==> src/sv/tdsp_pkg.sv <==
// ----------------------------------------------------------------------------
// tdsp_pkg
// Shared types, constants and helper functions for the tank drive smoothing
// and servo pulse block.
// ----------------------------------------------------------------------------
package tdsp_pkg;

  // field and datapath widths
  localparam int LVL_W   = 16;              // Q1.14 level and target width
  localparam int ACC_W   = 19;              // serial multiplier accumulator width
  localparam int MPL_W   = 16;              // multiplier digits per pass
  localparam int CNT_W   = $clog2(MPL_W);
  localparam int Q_W     = 11;              // scaled pulse offset width
  localparam int PULSE_W = 11;
  localparam int PSUM_W  = 13;              // signed pulse sum width
  localparam int SPAN_W  = 10;
  localparam int TRIM_W  = 9;
  localparam int ALPHA_W = 16;
  localparam int CIDX_W  = 3;
  localparam int CDAT_W  = 16;

  localparam logic [CNT_W-1:0] CNT_LAST = CNT_W'(MPL_W - 1);

  // configuration register indexes
  localparam logic [CIDX_W-1:0] CFG_DRIVE_ALPHA = 3'd0;
  localparam logic [CIDX_W-1:0] CFG_DOME_ALPHA  = 3'd1;
  localparam logic [CIDX_W-1:0] CFG_DRIVE_SPAN  = 3'd2;
  localparam logic [CIDX_W-1:0] CFG_DOME_SPAN   = 3'd3;
  localparam logic [CIDX_W-1:0] CFG_LEFT_TRIM   = 3'd4;
  localparam logic [CIDX_W-1:0] CFG_RIGHT_TRIM  = 3'd5;

  // configuration reset values
  localparam logic [ALPHA_W-1:0] ALPHA_RST = 16'd6554;
  localparam logic [SPAN_W-1:0]  SPAN_RST  = 10'd400;

  // Q1.14 full scale and thresholds (0.05 and 0.02 of full scale)
  localparam logic signed [17:0]  ONE_Q14_S     = 18'sd16384;
  localparam logic signed [17:0]  NEG_ONE_Q14_S = -18'sd16384;
  localparam logic [ACC_W-1:0]    DRIVE_SNAP_MAX = 19'd819;
  localparam logic [ACC_W-1:0]    DOME_SNAP_MAX  = 19'd327;
  localparam logic [ACC_W-1:0]    WAKE_MIN       = 19'd820;

  // pulse limits
  localparam logic signed [PSUM_W-1:0] PULSE_CENTER_S = 13'sd1500;
  localparam logic signed [PSUM_W-1:0] PULSE_MIN_S    = 13'sd1000;
  localparam logic signed [PSUM_W-1:0] PULSE_MAX_S    = 13'sd2000;
  localparam logic [PULSE_W-1:0]       PULSE_CENTER   = 11'd1500;
  localparam logic [PULSE_W-1:0]       PULSE_MIN      = 11'd1000;
  localparam logic [PULSE_W-1:0]       PULSE_MAX      = 11'd2000;

  // sequencer states
  typedef enum logic [2:0] {
    ST_IDLE,
    ST_SMOOTH,
    ST_SETTLE,
    ST_SCALE,
    ST_FINISH
  } state_t;

  // control of one serial multiply lane
  typedef struct packed {
    logic load;
    logic step;
    logic rnd;
  } lane_ctrl_t;

  // sequencer strobes toward the datapath
  typedef struct packed {
    logic       accept;
    logic       settle;
    logic       finish;
    lane_ctrl_t lane;
  } ctl_t;

  // saturate a mixed command to +/-1.0
  function automatic logic signed [LVL_W-1:0] sat_q14(input logic signed [17:0] v);
    logic signed [17:0] c;
    begin
      if (v > ONE_Q14_S) c = ONE_Q14_S;
      else if (v < NEG_ONE_Q14_S) c = NEG_ONE_Q14_S;
      else c = v;
      sat_q14 = c[LVL_W-1:0];
    end
  endfunction

  // magnitude of an accumulator-wide value
  function automatic logic [ACC_W-1:0] mag19(input logic signed [ACC_W-1:0] v);
    begin
      mag19 = v[ACC_W-1] ? ACC_W'(-v) : ACC_W'(v);
    end
  endfunction

  // sign extend a level to accumulator width
  function automatic logic signed [ACC_W-1:0] ext19(input logic signed [LVL_W-1:0] v);
    begin
      ext19 = {{(ACC_W-LVL_W){v[LVL_W-1]}}, v};
    end
  endfunction

  // center plus trim plus or minus offset, clamped to the servo range
  function automatic logic [PULSE_W-1:0] pulse_calc(input logic signed [TRIM_W-1:0] trim,
                                                    input logic [Q_W-1:0] q,
                                                    input logic neg);
    logic signed [PSUM_W-1:0] s;
    logic signed [PSUM_W-1:0] qs;
    logic signed [PSUM_W-1:0] ts;
    begin
      qs = {{(PSUM_W-Q_W){1'b0}}, q};
      ts = {{(PSUM_W-TRIM_W){trim[TRIM_W-1]}}, trim};
      s  = neg ? (PULSE_CENTER_S + ts - qs) : (PULSE_CENTER_S + ts + qs);
      if (s < PULSE_MIN_S) s = PULSE_MIN_S;
      else if (s > PULSE_MAX_S) s = PULSE_MAX_S;
      pulse_calc = s[PULSE_W-1:0];
    end
  endfunction

endpackage

==> src/sv/tdsp_mac_lane.sv <==
// ----------------------------------------------------------------------------
// tdsp_mac_lane
// Bit-serial signed by unsigned multiplier. The multiplier word is consumed
// one bit per cycle while step is set, LSB first; the accumulator shifts right
// each step so the result after a full pass is floor(op * mpl / 2^MPL_W), with
// an optional rounding carry injected on a chosen step.
// ----------------------------------------------------------------------------
module tdsp_mac_lane (
  input  logic                                clk,
  input  tdsp_pkg::lane_ctrl_t                ctl,
  input  logic signed [tdsp_pkg::ACC_W-1:0]   op_in,
  input  logic [tdsp_pkg::MPL_W-1:0]          mpl_in,
  output logic signed [tdsp_pkg::ACC_W-1:0]   acc_out
);

  logic signed [tdsp_pkg::ACC_W-1:0] op_r;
  logic [tdsp_pkg::MPL_W-1:0]        mpl_r, mpl_nxt;
  logic signed [tdsp_pkg::ACC_W-1:0] acc_r, acc_nxt;
  logic [tdsp_pkg::ACC_W-1:0]        addend;
  logic [tdsp_pkg::ACC_W-1:0]        sum;

  // one shift-add step
  always_comb begin
    addend  = mpl_r[0] ? op_r : '0;
    sum     = acc_r + addend + {{(tdsp_pkg::ACC_W-1){1'b0}}, ctl.rnd};
    acc_nxt = {sum[tdsp_pkg::ACC_W-1], sum[tdsp_pkg::ACC_W-1:1]};
    mpl_nxt = {1'b0, mpl_r[tdsp_pkg::MPL_W-1:1]};
  end

  // operand, multiplier shift register and accumulator
  always_ff @(posedge clk) begin
    if (ctl.load) begin
      op_r  <= op_in;
      mpl_r <= mpl_in;
      acc_r <= '0;
    end else if (ctl.step) begin
      mpl_r <= mpl_nxt;
      acc_r <= acc_nxt;
    end
  end

  assign acc_out = acc_r;

endmodule

==> src/sv/tdsp_ctrl.sv <==
// ----------------------------------------------------------------------------
// tdsp_ctrl
// Sequencer: accept, serial smoothing pass, settle, serial scaling pass,
// then hand the result to the output register.
// ----------------------------------------------------------------------------
module tdsp_ctrl (
  input  logic           clk,
  input  logic           rst_n,
  input  logic           in_valid,
  input  logic           out_busy,
  output logic           in_stall,
  output tdsp_pkg::ctl_t ctl
);

  tdsp_pkg::state_t              state_r, state_nxt;
  logic [tdsp_pkg::CNT_W-1:0]    cnt_r, cnt_nxt;

  // state and step counter
  always_ff @(posedge clk) begin
    if (!rst_n) begin
      state_r <= tdsp_pkg::ST_IDLE;
      cnt_r   <= '0;
    end else begin
      state_r <= state_nxt;
      cnt_r   <= cnt_nxt;
    end
  end

  // next state
  always_comb begin
    state_nxt = state_r;
    cnt_nxt   = cnt_r;
    case (state_r)
      tdsp_pkg::ST_IDLE: begin
        cnt_nxt = '0;
        if (in_valid) state_nxt = tdsp_pkg::ST_SMOOTH;
      end
      tdsp_pkg::ST_SMOOTH: begin
        cnt_nxt = cnt_r + 1'b1;
        if (cnt_r == tdsp_pkg::CNT_LAST) state_nxt = tdsp_pkg::ST_SETTLE;
      end
      tdsp_pkg::ST_SETTLE: begin
        cnt_nxt   = '0;
        state_nxt = tdsp_pkg::ST_SCALE;
      end
      tdsp_pkg::ST_SCALE: begin
        cnt_nxt = cnt_r + 1'b1;
        if (cnt_r == tdsp_pkg::CNT_LAST) state_nxt = tdsp_pkg::ST_FINISH;
      end
      tdsp_pkg::ST_FINISH: begin
        if (!out_busy) state_nxt = tdsp_pkg::ST_IDLE;
      end
      default: state_nxt = tdsp_pkg::ST_IDLE;
    endcase
  end

  // strobes
  always_comb begin
    ctl      = '0;
    in_stall = 1'b1;
    case (state_r)
      tdsp_pkg::ST_IDLE: begin
        in_stall      = 1'b0;
        ctl.accept    = in_valid;
        ctl.lane.load = in_valid;
      end
      tdsp_pkg::ST_SMOOTH: begin
        ctl.lane.step = 1'b1;
        ctl.lane.rnd  = (cnt_r == tdsp_pkg::CNT_LAST);
      end
      tdsp_pkg::ST_SETTLE: begin
        ctl.settle    = 1'b1;
        ctl.lane.load = 1'b1;
      end
      tdsp_pkg::ST_SCALE: begin
        ctl.lane.step = 1'b1;
      end
      tdsp_pkg::ST_FINISH: begin
        ctl.finish = !out_busy;
      end
      default: ;
    endcase
  end

endmodule

==> src/sv/tank_drive_smoothing_servo_pulse.sv <==
// ----------------------------------------------------------------------------
// tank_drive_smoothing_servo_pulse: tank mix, smoothing, sleep/wake, pulses
// One item at a time, with two 16-step bit-serial multiply passes per item;
// in_stall holds off a new item until the output register takes the result.
// Reset: levels 0, both channels awake, registers at defaults, no result.
// ----------------------------------------------------------------------------
module tank_drive_smoothing_servo_pulse (
  input  logic                                 clk,
  input  logic                                 rst_n,
  // input items
  input  logic                                 in_valid,
  output logic                                 in_stall,
  input  logic signed [tdsp_pkg::LVL_W-1:0]    in_throttle,
  input  logic signed [tdsp_pkg::LVL_W-1:0]    in_turn,
  input  logic signed [tdsp_pkg::LVL_W-1:0]    in_dome_target,
  // result items
  output logic                                 out_valid,
  input  logic                                 out_stall,
  output logic [tdsp_pkg::PULSE_W-1:0]         out_left_pulse_us,
  output logic [tdsp_pkg::PULSE_W-1:0]         out_right_pulse_us,
  output logic [tdsp_pkg::PULSE_W-1:0]         out_dome_pulse_us,
  output logic                                 out_drive_enable,
  output logic                                 out_dome_enable,
  // configuration writes
  input  logic                                 cfg_valid,
  output logic                                 cfg_ready,
  input  logic [tdsp_pkg::CIDX_W-1:0]          cfg_index,
  input  logic [tdsp_pkg::CDAT_W-1:0]          cfg_data
);

  localparam int AW = tdsp_pkg::ACC_W;
  localparam int LW = tdsp_pkg::LVL_W;

  tdsp_pkg::ctl_t ctl;

  // configuration registers
  logic [tdsp_pkg::ALPHA_W-1:0]       drive_alpha_r, dome_alpha_r;
  logic [tdsp_pkg::SPAN_W-1:0]        drive_span_r, dome_span_r;
  logic signed [tdsp_pkg::TRIM_W-1:0] left_trim_r, right_trim_r;

  // state and per-item registers
  logic signed [LW-1:0] left_level_r, right_level_r, dome_level_r;
  logic                 drive_awake_r, dome_awake_r;
  logic signed [LW-1:0] tl_r, tr_r, td_r;
  logic                 out_valid_r;
  logic [tdsp_pkg::PULSE_W-1:0] left_pulse_r, right_pulse_r, dome_pulse_r;
  logic                 drive_en_r, dome_en_r;

  // mix and lane wiring
  logic signed [17:0]   t18, u18;
  logic signed [LW-1:0] tl_c, tr_c, td_c;
  logic signed [AW-1:0] op_l, op_r_lane, op_d;
  logic [tdsp_pkg::MPL_W-1:0] mpl_drive, mpl_dome;
  logic signed [AW-1:0] acc_l, acc_r_lane, acc_d;

  // settle results
  logic signed [AW-1:0] nl_raw, nr_raw, nd_raw;
  logic signed [AW-1:0] nl, nr, nd;
  logic                 drive_awake_fin, dome_awake_fin;
  logic                 drive_wake, dome_wake;

  assign cfg_ready = 1'b1;

  // configuration write port
  always_ff @(posedge clk) begin
    if (!rst_n) begin
      drive_alpha_r <= tdsp_pkg::ALPHA_RST;
      dome_alpha_r  <= tdsp_pkg::ALPHA_RST;
      drive_span_r  <= tdsp_pkg::SPAN_RST;
      dome_span_r   <= tdsp_pkg::SPAN_RST;
      left_trim_r   <= '0;
      right_trim_r  <= '0;
    end else if (cfg_valid) begin
      case (cfg_index)
        tdsp_pkg::CFG_DRIVE_ALPHA: drive_alpha_r <= cfg_data;
        tdsp_pkg::CFG_DOME_ALPHA:  dome_alpha_r  <= cfg_data;
        tdsp_pkg::CFG_DRIVE_SPAN:  drive_span_r  <= cfg_data[tdsp_pkg::SPAN_W-1:0];
        tdsp_pkg::CFG_DOME_SPAN:   dome_span_r   <= cfg_data[tdsp_pkg::SPAN_W-1:0];
        tdsp_pkg::CFG_LEFT_TRIM:   left_trim_r   <= cfg_data[tdsp_pkg::TRIM_W-1:0];
        tdsp_pkg::CFG_RIGHT_TRIM:  right_trim_r  <= cfg_data[tdsp_pkg::TRIM_W-1:0];
        default: ;
      endcase
    end
  end

  // tank mix with saturation to +/-1.0
  always_comb begin
    t18  = {{2{in_throttle[LW-1]}}, in_throttle};
    u18  = {{2{in_turn[LW-1]}}, in_turn};
    tl_c = tdsp_pkg::sat_q14(t18 + u18);
    tr_c = tdsp_pkg::sat_q14(t18 - u18);
    td_c = tdsp_pkg::sat_q14({{2{in_dome_target[LW-1]}}, in_dome_target});
  end

  // wake tests on the targets of this item
  assign drive_wake = (tdsp_pkg::mag19(tdsp_pkg::ext19(tl_r)) >= tdsp_pkg::WAKE_MIN) ||
                      (tdsp_pkg::mag19(tdsp_pkg::ext19(tr_r)) >= tdsp_pkg::WAKE_MIN);
  assign dome_wake  = (tdsp_pkg::mag19(tdsp_pkg::ext19(td_r)) >= tdsp_pkg::WAKE_MIN);

  // new levels: level plus rounded step, snap, then sleep/wake gating
  always_comb begin
    nl_raw = tdsp_pkg::ext19(left_level_r) + acc_l;
    nr_raw = tdsp_pkg::ext19(right_level_r) + acc_r_lane;
    nd_raw = tdsp_pkg::ext19(dome_level_r) + acc_d;
    nl = (tdsp_pkg::mag19(nl_raw) <= tdsp_pkg::DRIVE_SNAP_MAX) ? '0 : nl_raw;
    nr = (tdsp_pkg::mag19(nr_raw) <= tdsp_pkg::DRIVE_SNAP_MAX) ? '0 : nr_raw;
    nd = (tdsp_pkg::mag19(nd_raw) <= tdsp_pkg::DOME_SNAP_MAX)  ? '0 : nd_raw;

    drive_awake_fin = drive_awake_r;
    if (nl == '0 && nr == '0) begin
      drive_awake_fin = 1'b0;
    end else if (!drive_awake_r) begin
      if (drive_wake) begin
        drive_awake_fin = 1'b1;
      end else begin
        nl = '0;
        nr = '0;
      end
    end

    dome_awake_fin = dome_awake_r;
    if (nd == '0) begin
      dome_awake_fin = 1'b0;
    end else if (!dome_awake_r) begin
      if (dome_wake) begin
        dome_awake_fin = 1'b1;
      end else begin
        nd = '0;
      end
    end
  end

  // lane operands: target minus level for smoothing, magnitude for scaling
  always_comb begin
    if (ctl.settle) begin
      op_l      = tdsp_pkg::mag19(nl);
      op_r_lane = tdsp_pkg::mag19(nr);
      op_d      = tdsp_pkg::mag19(nd);
      mpl_drive = {4'b0000, drive_span_r, 2'b00};
      mpl_dome  = {4'b0000, dome_span_r, 2'b00};
    end else begin
      op_l      = tdsp_pkg::ext19(tl_c) - tdsp_pkg::ext19(left_level_r);
      op_r_lane = tdsp_pkg::ext19(tr_c) - tdsp_pkg::ext19(right_level_r);
      op_d      = tdsp_pkg::ext19(td_c) - tdsp_pkg::ext19(dome_level_r);
      mpl_drive = drive_alpha_r;
      mpl_dome  = dome_alpha_r;
    end
  end

  // levels and awake flags
  always_ff @(posedge clk) begin
    if (!rst_n) begin
      left_level_r  <= '0;
      right_level_r <= '0;
      dome_level_r  <= '0;
      drive_awake_r <= 1'b1;
      dome_awake_r  <= 1'b1;
    end else if (ctl.settle) begin
      left_level_r  <= nl[LW-1:0];
      right_level_r <= nr[LW-1:0];
      dome_level_r  <= nd[LW-1:0];
      drive_awake_r <= drive_awake_fin;
      dome_awake_r  <= dome_awake_fin;
    end
  end

  // targets held for the wake test
  always_ff @(posedge clk) begin
    if (ctl.accept) begin
      tl_r <= tl_c;
      tr_r <= tr_c;
      td_r <= td_c;
    end
  end

  // output register
  always_ff @(posedge clk) begin
    if (!rst_n) begin
      out_valid_r <= 1'b0;
    end else if (ctl.finish) begin
      out_valid_r <= 1'b1;
    end else if (out_valid_r && !out_stall) begin
      out_valid_r <= 1'b0;
    end
  end

  always_ff @(posedge clk) begin
    if (ctl.finish) begin
      left_pulse_r  <= drive_awake_r ?
                       tdsp_pkg::pulse_calc(left_trim_r, acc_l[tdsp_pkg::Q_W-1:0],
                                            left_level_r[LW-1]) :
                       tdsp_pkg::PULSE_CENTER;
      right_pulse_r <= drive_awake_r ?
                       tdsp_pkg::pulse_calc(right_trim_r, acc_r_lane[tdsp_pkg::Q_W-1:0],
                                            !right_level_r[LW-1]) :
                       tdsp_pkg::PULSE_CENTER;
      dome_pulse_r  <= dome_awake_r ?
                       tdsp_pkg::pulse_calc('0, acc_d[tdsp_pkg::Q_W-1:0],
                                            dome_level_r[LW-1]) :
                       tdsp_pkg::PULSE_CENTER;
      drive_en_r    <= drive_awake_r;
      dome_en_r     <= dome_awake_r;
    end
  end

  assign out_valid          = out_valid_r;
  assign out_left_pulse_us  = left_pulse_r;
  assign out_right_pulse_us = right_pulse_r;
  assign out_dome_pulse_us  = dome_pulse_r;
  assign out_drive_enable   = drive_en_r;
  assign out_dome_enable    = dome_en_r;

  // sequencer
  tdsp_ctrl u_ctrl (
    .clk      (clk),
    .rst_n    (rst_n),
    .in_valid (in_valid),
    .out_busy (out_valid_r && out_stall),
    .in_stall (in_stall),
    .ctl      (ctl)
  );

  // serial multiply lanes: left, right, dome
  tdsp_mac_lane u_lane_left (
    .clk     (clk),
    .ctl     (ctl.lane),
    .op_in   (op_l),
    .mpl_in  (mpl_drive),
    .acc_out (acc_l)
  );

  tdsp_mac_lane u_lane_right (
    .clk     (clk),
    .ctl     (ctl.lane),
    .op_in   (op_r_lane),
    .mpl_in  (mpl_drive),
    .acc_out (acc_r_lane)
  );

  tdsp_mac_lane u_lane_dome (
    .clk     (clk),
    .ctl     (ctl.lane),
    .op_in   (op_d),
    .mpl_in  (mpl_dome),
    .acc_out (acc_d)
  );

`ifndef NO_ASSERTIONS
  // an accepted item blocks further input until it is done
  a_busy_after_accept: assert property (@(posedge clk) disable iff (!rst_n)
    (in_valid && !in_stall) |=> in_stall)
    else $error("input accepted while an item is in progress");

  // a sleeping drive pair holds both levels at zero
  a_drive_sleep_zero: assert property (@(posedge clk) disable iff (!rst_n)
    !drive_awake_r |-> (left_level_r == '0 && right_level_r == '0))
    else $error("drive asleep with nonzero level");

  // disabled drive reports neutral pulses
  a_drive_neutral: assert property (@(posedge clk) disable iff (!rst_n)
    (out_valid && !out_drive_enable) |->
      (out_left_pulse_us == tdsp_pkg::PULSE_CENTER &&
       out_right_pulse_us == tdsp_pkg::PULSE_CENTER))
    else $error("drive pulses not neutral while asleep");

  // disabled dome reports a neutral pulse
  a_dome_neutral: assert property (@(posedge clk) disable iff (!rst_n)
    (out_valid && !out_dome_enable) |-> out_dome_pulse_us == tdsp_pkg::PULSE_CENTER)
    else $error("dome pulse not neutral while asleep");

  // every delivered pulse lies within the servo range
  a_pulse_range: assert property (@(posedge clk) disable iff (!rst_n)
    out_valid |->
      (out_left_pulse_us >= tdsp_pkg::PULSE_MIN && out_left_pulse_us <= tdsp_pkg::PULSE_MAX &&
       out_right_pulse_us >= tdsp_pkg::PULSE_MIN && out_right_pulse_us <= tdsp_pkg::PULSE_MAX &&
       out_dome_pulse_us >= tdsp_pkg::PULSE_MIN && out_dome_pulse_us <= tdsp_pkg::PULSE_MAX))
    else $error("pulse out of range");
`endif

endmodule
==> config.mk <==
export PLATFORM = sky130hd
export DESIGN_NAME = tank_drive_smoothing_servo_pulse
export DESIGN_NICKNAME = d
export VERILOG_FILES = /design/src/sv/tdsp_pkg.sv /design/src/sv/tdsp_mac_lane.sv /design/src/sv/tdsp_ctrl.sv /design/src/sv/tank_drive_smoothing_servo_pulse.sv
export SDC_FILE = /design/constraint.sdc
export NUM_CORES = 1
export LEC_CHECK = 0
export ABC_AREA = 1
export BUFFER_PORTS_ARGS = -buffer_cell sky130_fd_sc_hd__buf_4
export CORE_AREA = 3 3 279 281
export CTS_CLUSTER_SIZE = 8
export DETAILED_ROUTE_END_ITERATION = 8
export DIE_AREA = 0 0 282 284
export GPL_ROUTABILITY_DRIVEN = 0
export HOLD_SLACK_MARGIN = 0.03
export PLACE_DENSITY = 0.67
export RECOVER_POWER = 100
export SYNTH_ARGS = -nofsm -noshare
export SYNTH_HDL_FRONTEND = slang
export SYNTH_SLANG_ARGS = --single-unit
==> constraint.sdc <==
create_clock -name clk -period 6 [get_ports clk]
set_input_delay 0 -clock clk [delete_from_list [all_inputs] [get_ports clk]]
set_output_delay 0 -clock clk [all_outputs]
set_load 0.05 [all_outputs]
==> results.json, run 1 <==
{
  "run_status": "complete, but fails checks",
  "violations": "max-capacitance violations, max-slew violations",
  "final.setup.tns_ns": 0,
  "hp-class": "in2reg",
  "synth_edf_count": 172,
  "syn-instance-count": 4513,
  "wl_per_cell_um": 15.69,
  "vias_per_cell": 5.214,
  "ant_nets": 0,
  "worstPathRequired_ns": 6.39,
  "regArea_um2": 8808,
  "max_freq_ghz": 0.1806,
  "slew_headroom_pct": -162.5,
  "period_share_pct": 92.26,
  "die_width_um": 282,
  "grt_pass1_wl_mm": 140.6,
  "dieArea_um2": 80090,
  "final-setup-viol-count": 0,
  "synthTopCellsByArea": "edfxtp_1 17%, nand2_1 15%, dfxtp_1 12%, ha_1 9.4%, inv_1 8.3%",
  "cts_buffer_depth": 3,
  "layout-drive-gt1-share_pct": 4.740,
  "rsz0062_at_grt": "no",
  "cp-start-kind": "register",
  "grt_pass1_vias": 26860,
  "ys_seq_area_share_pct": 29.28,
  "wl_mm": 88.85,
  "syn-num-nets": 4823,
  "clock_latency_ns": 0.64,
  "fillers": 7804,
  "yosysMostFrequentCell": "nand2_1",
  "slowest_delay_ns": 0.79,
  "drv_cap": 10,
  "ys_seq_elements": 354,
  "clk_pin_slew_ns": 0.06,
  "fin_skew_ns": 0.05820,
  "first_pass_iters": 6,
  "synth.distinct_cells": 61,
  "port_buffers": 108,
  "fin_nets": 4951,
  "synth_top_cells_by_count": "1165 x nand2_1, 665 x inv_1, 479 x nor2_1",
  "yosysTopAreaCell": "edfxtp_1",
  "hold_viol": 0,
  "avgSynthCellArea_um2": 6.666,
  "worstPathArrival_ns": 5.93,
  "die_y_um": 284,
  "crit_family": "simple AND/OR/NAND/NOR gates",
  "clock_sinks": 354,
  "p_leak_nw": 16.38,
  "antenna_cells_inserted": 0,
  "rows": 101,
  "cts_max_level": 2,
  "crit_type": "reg2reg",
  "multi_input_area_um2": 18120,
  "post-route-util_pct": 44.34,
  "drc": 0,
  "drt_iter0_drc": 2614,
  "path_buf_inv": 3,
  "area.growth.synth_to_final_pct": 11.57,
  "grt_max_degree": 101,
  "stdcell_count": 5662,
  "cts_resized": 0,
  "async_flop_share_pct": 0,
  "post-route-min-period_ns": 5.536,
  "worst_path_max_delay_cell": "nor2_2",
  "power.density_nw_per_um2": 513.3,
  "cp_max_fo": 19,
  "cts_tree": "built",
  "ios": 110,
  "core_area_um2": 75700,
  "grt_usage_pct": 21.43,
  "cts_buffers": 51,
  "dp_hpwl_mm": 67.37,
  "dr_total_vias": 29520,
  "cp.depth": 27,
  "slew_viol_final": 521,
  "tightest_slew_ns": 3.938,
  "grt_remaining_overflow": 0,
  "worst-r2r-cell-count": 27,
  "root_buffer": "clkbuf_16",
  "hold_depth": 4,
  "path_common_cell": "nand2_1",
  "netlist_area_um2": 30080,
  "antenna_found_initial": 0,
  "start_util_pct": 39.74,
  "dp_cells": 5518,
  "yosysWarnings": 0,
  "netlist.area_leader.share_pct": 17.17,
  "irDropWorstVdd_uv": 428.9,
  "cp-end-kind": "register",
  "ys.flop_type": "dfxtp_1"
}
## final cells by class
cell class	count	area share [%]
clock buffer	92	4.321
clock inverter	4	0.2833
timing repair buffer	181	3.821
sequential	354	26.24
inverter	688	7.698
multi-input combinational	3365	53.99
tap	978	3.646
## cells by family (layout without fill, tap and decap cells)
kind of cell	count (synthesis)	in the layout	share of synthesized area [%]
other	1	1	0.01247
and+or+nand+nor	2167	2167	30.28
DFF	354	354	29.28
adders and majority gates	238	238	10.22
xor gates and xnor gates	159	159	4.629
buffers and inverters	794	965	10.31
AOI/OAI and AO/OA	800	800	15.27
## worst min-delay path: stages
cell and delay (ns):
buf_4 0.09, ha_1 0.17, a22oi_1 0.12, nand3_1 0.17
## per-layer routing
layer	share of wire (%)	GRT usage (%)	routed length, um
met1	46	29.42	40850
met2	45	35.00	39770
met3	6.2	2.954	5526
met4	3.0	6.185	2703
met5	0	0	0
## state kept, by name (all words and copies together) (netlist names), 10 cells and up
signal and count:
dome_alpha_r 16, dome_level_r 16, dome_span_r 10, drive_alpha_r 16, drive_span_r 10, left_level_r 16, out_dome_pulse_us 11, out_left_pulse_us 11
out_right_pulse_us 11, right_level_r 16, td_r 16, tl_r 16, tr_r 16, u_lane_dome.acc_out 18, u_lane_dome.mpl_r 16, u_lane_dome.op_r 19
u_lane_left.acc_out 18, u_lane_left.op_r 19, u_lane_right.acc_out 18, u_lane_right.mpl_r 15, u_lane_right.op_r 19
## placed cells by master, fill, tap and decap left out, drive strengths merged, types with 16 or more instances in the layout
master,n
o221ai,21
clkbuf,150
nand3,301
o211ai,18
inv,677
nor3,66
o21ai,298
a211oi,17
nand4,44
ha,225
dlygate4sd3,48
o21bai,32
nand2,1198
xor2,135
dfxtp,182
o31ai,31
buf,75
or2,16
a31oi,18
a21oi,307
xnor2,24
nand3b,27
nor2,499
edfxtp,172
## what timing repair did
item | 4_1_cts | 5_1_grt
buffers inserted | 0 | 0
hold buffers | 48 | 0
hold endpoints to repair | 125 | 0
## per-stage QoR
step	power (mW)	instance area (um^2)	setup WS (ns)	hold WS, ns
after CTS	17.22	33860	0.7282	0.05421
after detailed placement	14.28	31830	0.3362	0.2252
final	17.23	33560	0.4643	0.08435
after global routing	18.83	33560	0.02138	0.1188
after global placement	14.16	31830	0.4861	0.2234
after floorplan	11.93	30080	1.101	0.1263
## power by group
| group | leakage [nW] | switching, mW | total (mW) | internal [mW] |
|---|---|---|---|---|
| sequential | 3.14 | 0.472 | 3.82 | 3.35 |
| clock | 0.727 | 1.17 | 2.80 | 1.63 |
| combinational | 12.5 | 7.00 | 10.6 | 3.60 |
| total | 16.4 | 8.64 | 17.2 | 8.58 |
## worst paths after layout
kind | start | end | slack, ns
setup / recovery | u_lane_dome.acc_out[0] | u_lane_dome.op_r[9] | 0.46
hold / removal | in_throttle[15] | tl_r[14] | 0.08
setup reg to reg | u_lane_dome.acc_out[0] | u_lane_dome.op_r[9] | 0.46
hold reg to reg | dome_alpha_r[7] | dome_alpha_r[7] | 0.45
(Power assumes the default switching activity.)
==> run 2, diff against run 1 <==
Settings changed: CORE_AREA 3 3 279 281 to 5 5 292 294, CTS_BUF_LIST set to sky130_fd_sc_hd__clkbuf_16, DIE_AREA 0 0 282 284 to 0 0 297 299, SYNTH_HIERARCHICAL set to 1.
==> run 2 against run 1 <==
  * The run still ends with max-capacitance violations, max-slew violations left
  * Sequential power about the same
  * Sequential share of layout area down 0.59 points
  * Combinational power down 14%
  * Utilization down 0.52 points
  * Clock-buffer cell count down 39
  * Area after synthesis up 8.7%
  * Final cell count up 11%
  * Die area up 11%
  * Sequential cell count up 16
  * Total power down 8.9%
  * Clock power about the same
  * First-iteration DRC count down 6.3%
==> results.json, run 2 <==
{
  "worstPathRequired_ns": 6.33,
  "fin_skew_ns": 0.02903,
  "synth_top_cells_by_count": "1461 x nand2_1, 723 x inv_1, 498 x nor2_1",
  "slowest_delay_ns": 0.57,
  "mostFrequentLayoutCells": "1469 x nand2_1, 758 x inv_1, 502 x nor2_1, 382 x nand3_1, 296 x a21oi_1",
  "switching_share_pct": 48.83,
  "p_total_mw": 15.69,
  "path_common_cell": "nor2_1",
  "wl_mm": 95.78,
  "root_buffer": "clkbuf_16",
  "yosysMostFrequentCell": "nand2_1",
  "final_common_cell": "nand2_1",
  "power.density_nw_per_um2": 433.4,
  "grt-busiest-layer": "met2",
  "dr_total_vias": 32160,
  "antenna_cells_inserted": 0,
  "clk_pin_slew_ns": 0.05,
  "clock_latency_ns": 0.61,
  "drv_cap": 4,
  "grt_usage_pct": 20.59,
  "yosysTopAreaCell": "edfxtp_1",
  "tightest_slew_ns": 4.223,
  "crit_family": "simple AND/OR/NAND/NOR gates",
  "clock_sinks": 370,
  "synthTopCellsByArea": "edfxtp_1 17%, nand2_1 17%, dfxtp_1 11%, ha_1 8.6%, inv_1 8.3%",
  "cp_max_fo": 13,
  "cts_buffer_depth": 3,
  "period_share_pct": 93.45,
  "cts_buffers": 53,
  "placed_area_um2": 34470,
  "dieArea_um2": 88800,
  "cp-start-kind": "register",
  "worstPathCellList": "ha_1, fa_1, inv_1, ha_1, inv_1, nor2_1, nand3_1, nor2_1, nand3_1, nor2_1, nand4_1, nand3_1, nand3_1, nor2_1, nand3_1, nand2_1, nor2_1, inv_1, ha_1, inv_1, nor2_1, nand2_1, o21ai_0",
  "p_leak_nw": 18.35,
  "port_buffers": 108,
  "first_pass_iters": 6,
  "path_buf_inv": 4,
  "wl_per_cell_um": 15.29,
  "max_freq_ghz": 0.1783,
  "drt_iter0_drc": 2450,
  "layout-drive-gt1-share_pct": 6.578,
  "die_y_um": 299,
  "hold_viol": 0,
  "avgSynthCellArea_um2": 6.502,
  "clkPwrFrac_pct": 17.6,
  "grt_remaining_overflow": 0,
  "netlist_area_um2": 32710,
  "post-route-min-period_ns": 5.607,
  "crit_type": "reg2reg",
  "rsz0062_at_grt": "no",
  "ys_seq_elements": 370,
  "p_switching_mw": 7.662,
  "cts_setup_buffers": 0,
  "final.setup.tns_ns": 0,
  "stdcell_count": 6264,
  "violations": "max-capacitance violations, max-slew violations",
  "met2_usage_pct": 34.88,
  "yosysWarnings": 6,
  "drc": 0,
  "final_area_um2": 36200,
  "worstPathArrival_ns": 5.94,
  "reg_top3": "u_lane_dome/op_r x19, u_lane_left/op_r x19, u_lane_right/op_r x19",
  "grt_util_met3_pct": 2.811,
  "vias_per_cell": 5.135,
  "irDropWorstVdd_uv": 286.8,
  "antenna_found_initial": 0,
  "slew_headroom_pct": -181.6,
  "rows": 106,
  "cts_max_level": 2,
  "cp-end-kind": "register",
  "synth_edf_count": 188,
  "ys.flop_type": "edfxtp_1",
  "grt_max_degree": 135,
  "p_comb_share_pct": 58.1,
  "grt_use_met1_pct": 27.11,
  "dp_cells": 6119,
  "core_area_um2": 82630,
  "post-route-util_pct": 43.82,
  "final-setup-viol-count": 0,
  "hp-class": "in2reg",
  "p_int_mw": 8.029,
  "syn-instance-count": 5031,
  "start_util_pct": 39.59,
  "ios": 110,
  "ys_seq_area_share_pct": 28.39,
  "grt_pass1_vias": 29850,
  "async_flop_share_pct": 0,
  "syn-num-nets": 5341,
  "netlist.area_leader.share_pct": 17.26,
  "run_status": "complete, but fails checks",
  "fin_nets": 5452,
  "cts_tree": "built",
  "area.growth.synth_to_final_pct": 10.67,
  "worst_path_max_delay_cell": "nand2_1",
  "ant_nets": 0,
  "synth.distinct_cells": 67,
  "die_width_um": 297,
  "slew_viol_final": 206,
  "grt_pass1_wl_mm": 152.9,
  "dp_hpwl_mm": 73.70,
  "seq_power_share_pct": 24.3
}
## run 2: cell count changes after synthesis, sizes merged, moves of 23 or more
| cell | before | now |
|---|---|---|
| inv | 681 | 756 |
| buf | 26 | 49 |
| nand3 | 301 | 404 |
| xor2 | 135 | 112 |
| nor2 | 499 | 532 |
| nand2 | 1198 | 1541 |
## run 2: per-stage QoR
stage | hold slack, ns | setup WS, ns
global route | 0.1455 | 0.03027
detailed placement | 0.2339 | 0.3269
floorplan | 0.1263 | 1.197
finish | 0.1205 | 0.3929
global placement | 0.2345 | 0.4624
CTS | 0.07482 | 0.5013
## run 2: cell type report
cell class	instances	area (um^2)
Fill cell	8603	46420
Multi-Input combinational cell	3774	19850
Sequential cell	370	9289
Inverter	765	2883
Tap cell	1080	1351
Clock buffer	53	1326
Timing Repair Buffer	178	1290
Clock inverter	44	215.2
## run 2: worst paths after layout
check	startpoint	to	slack, ns	depth (start not counted)
setup / recovery	u_lane_dome/acc_out[0]	u_lane_dome/op_r[18]	0.39	23
hold / removal	in_throttle[15]	tr_r[15]	0.12	4
setup reg to reg	u_lane_dome/acc_out[0]	u_lane_dome/op_r[18]	0.39	23
hold reg to reg	dome_span_r[9]	dome_span_r[9]	0.45	2
## run 2: power by group through the flow
stage	Clock (mW)	Combinational [mW]	Sequential, mW
final	2.77	9.11	3.81
after global routing	2.94	10.3	3.85
after CTS	2.83	9.07	3.80
after detailed placement	0	8.97	3.85
after global placement	0	8.87	3.84
after floorplan	0	7.16	3.63
## run 2: logic make-up (layout without fill, tap and decap cells)
logic type                 Yosys count  count (layout)  synth area share, %
AOI/OAI and AO/OA                  722             722                12.48
xor gates and xnor gates           147             147                4.004
adders and majority gates          238             238                9.401
buffers and inverters              887            1040                10.65
DFF                                370             370                28.39
other                                1               1              0.01146
and+or+nand+nor                   2666            2666                35.06
## run 2: metal layers
layer	wire length, um	share of wire (%)
met5	0	0
met1	42900	45
met3	6080	6.3
met2	43620	46
met4	3174	3.3
## run 2: repair_timing
item / CTS / global route
gates resized for setup: 0 / 3
endpoints found under the hold margin: 99 / 0
hold buffers: 48 / 0
setup endpoints to repair: 0 / 3
## run 2: worst min-delay path: cells and delay by family
family / cells / cell delay [ns]
AOI/OAI and AO/OA: 1 / 0.15
adders and majority gates: 1 / 0.16
buffers and inverters: 2 / 0.26
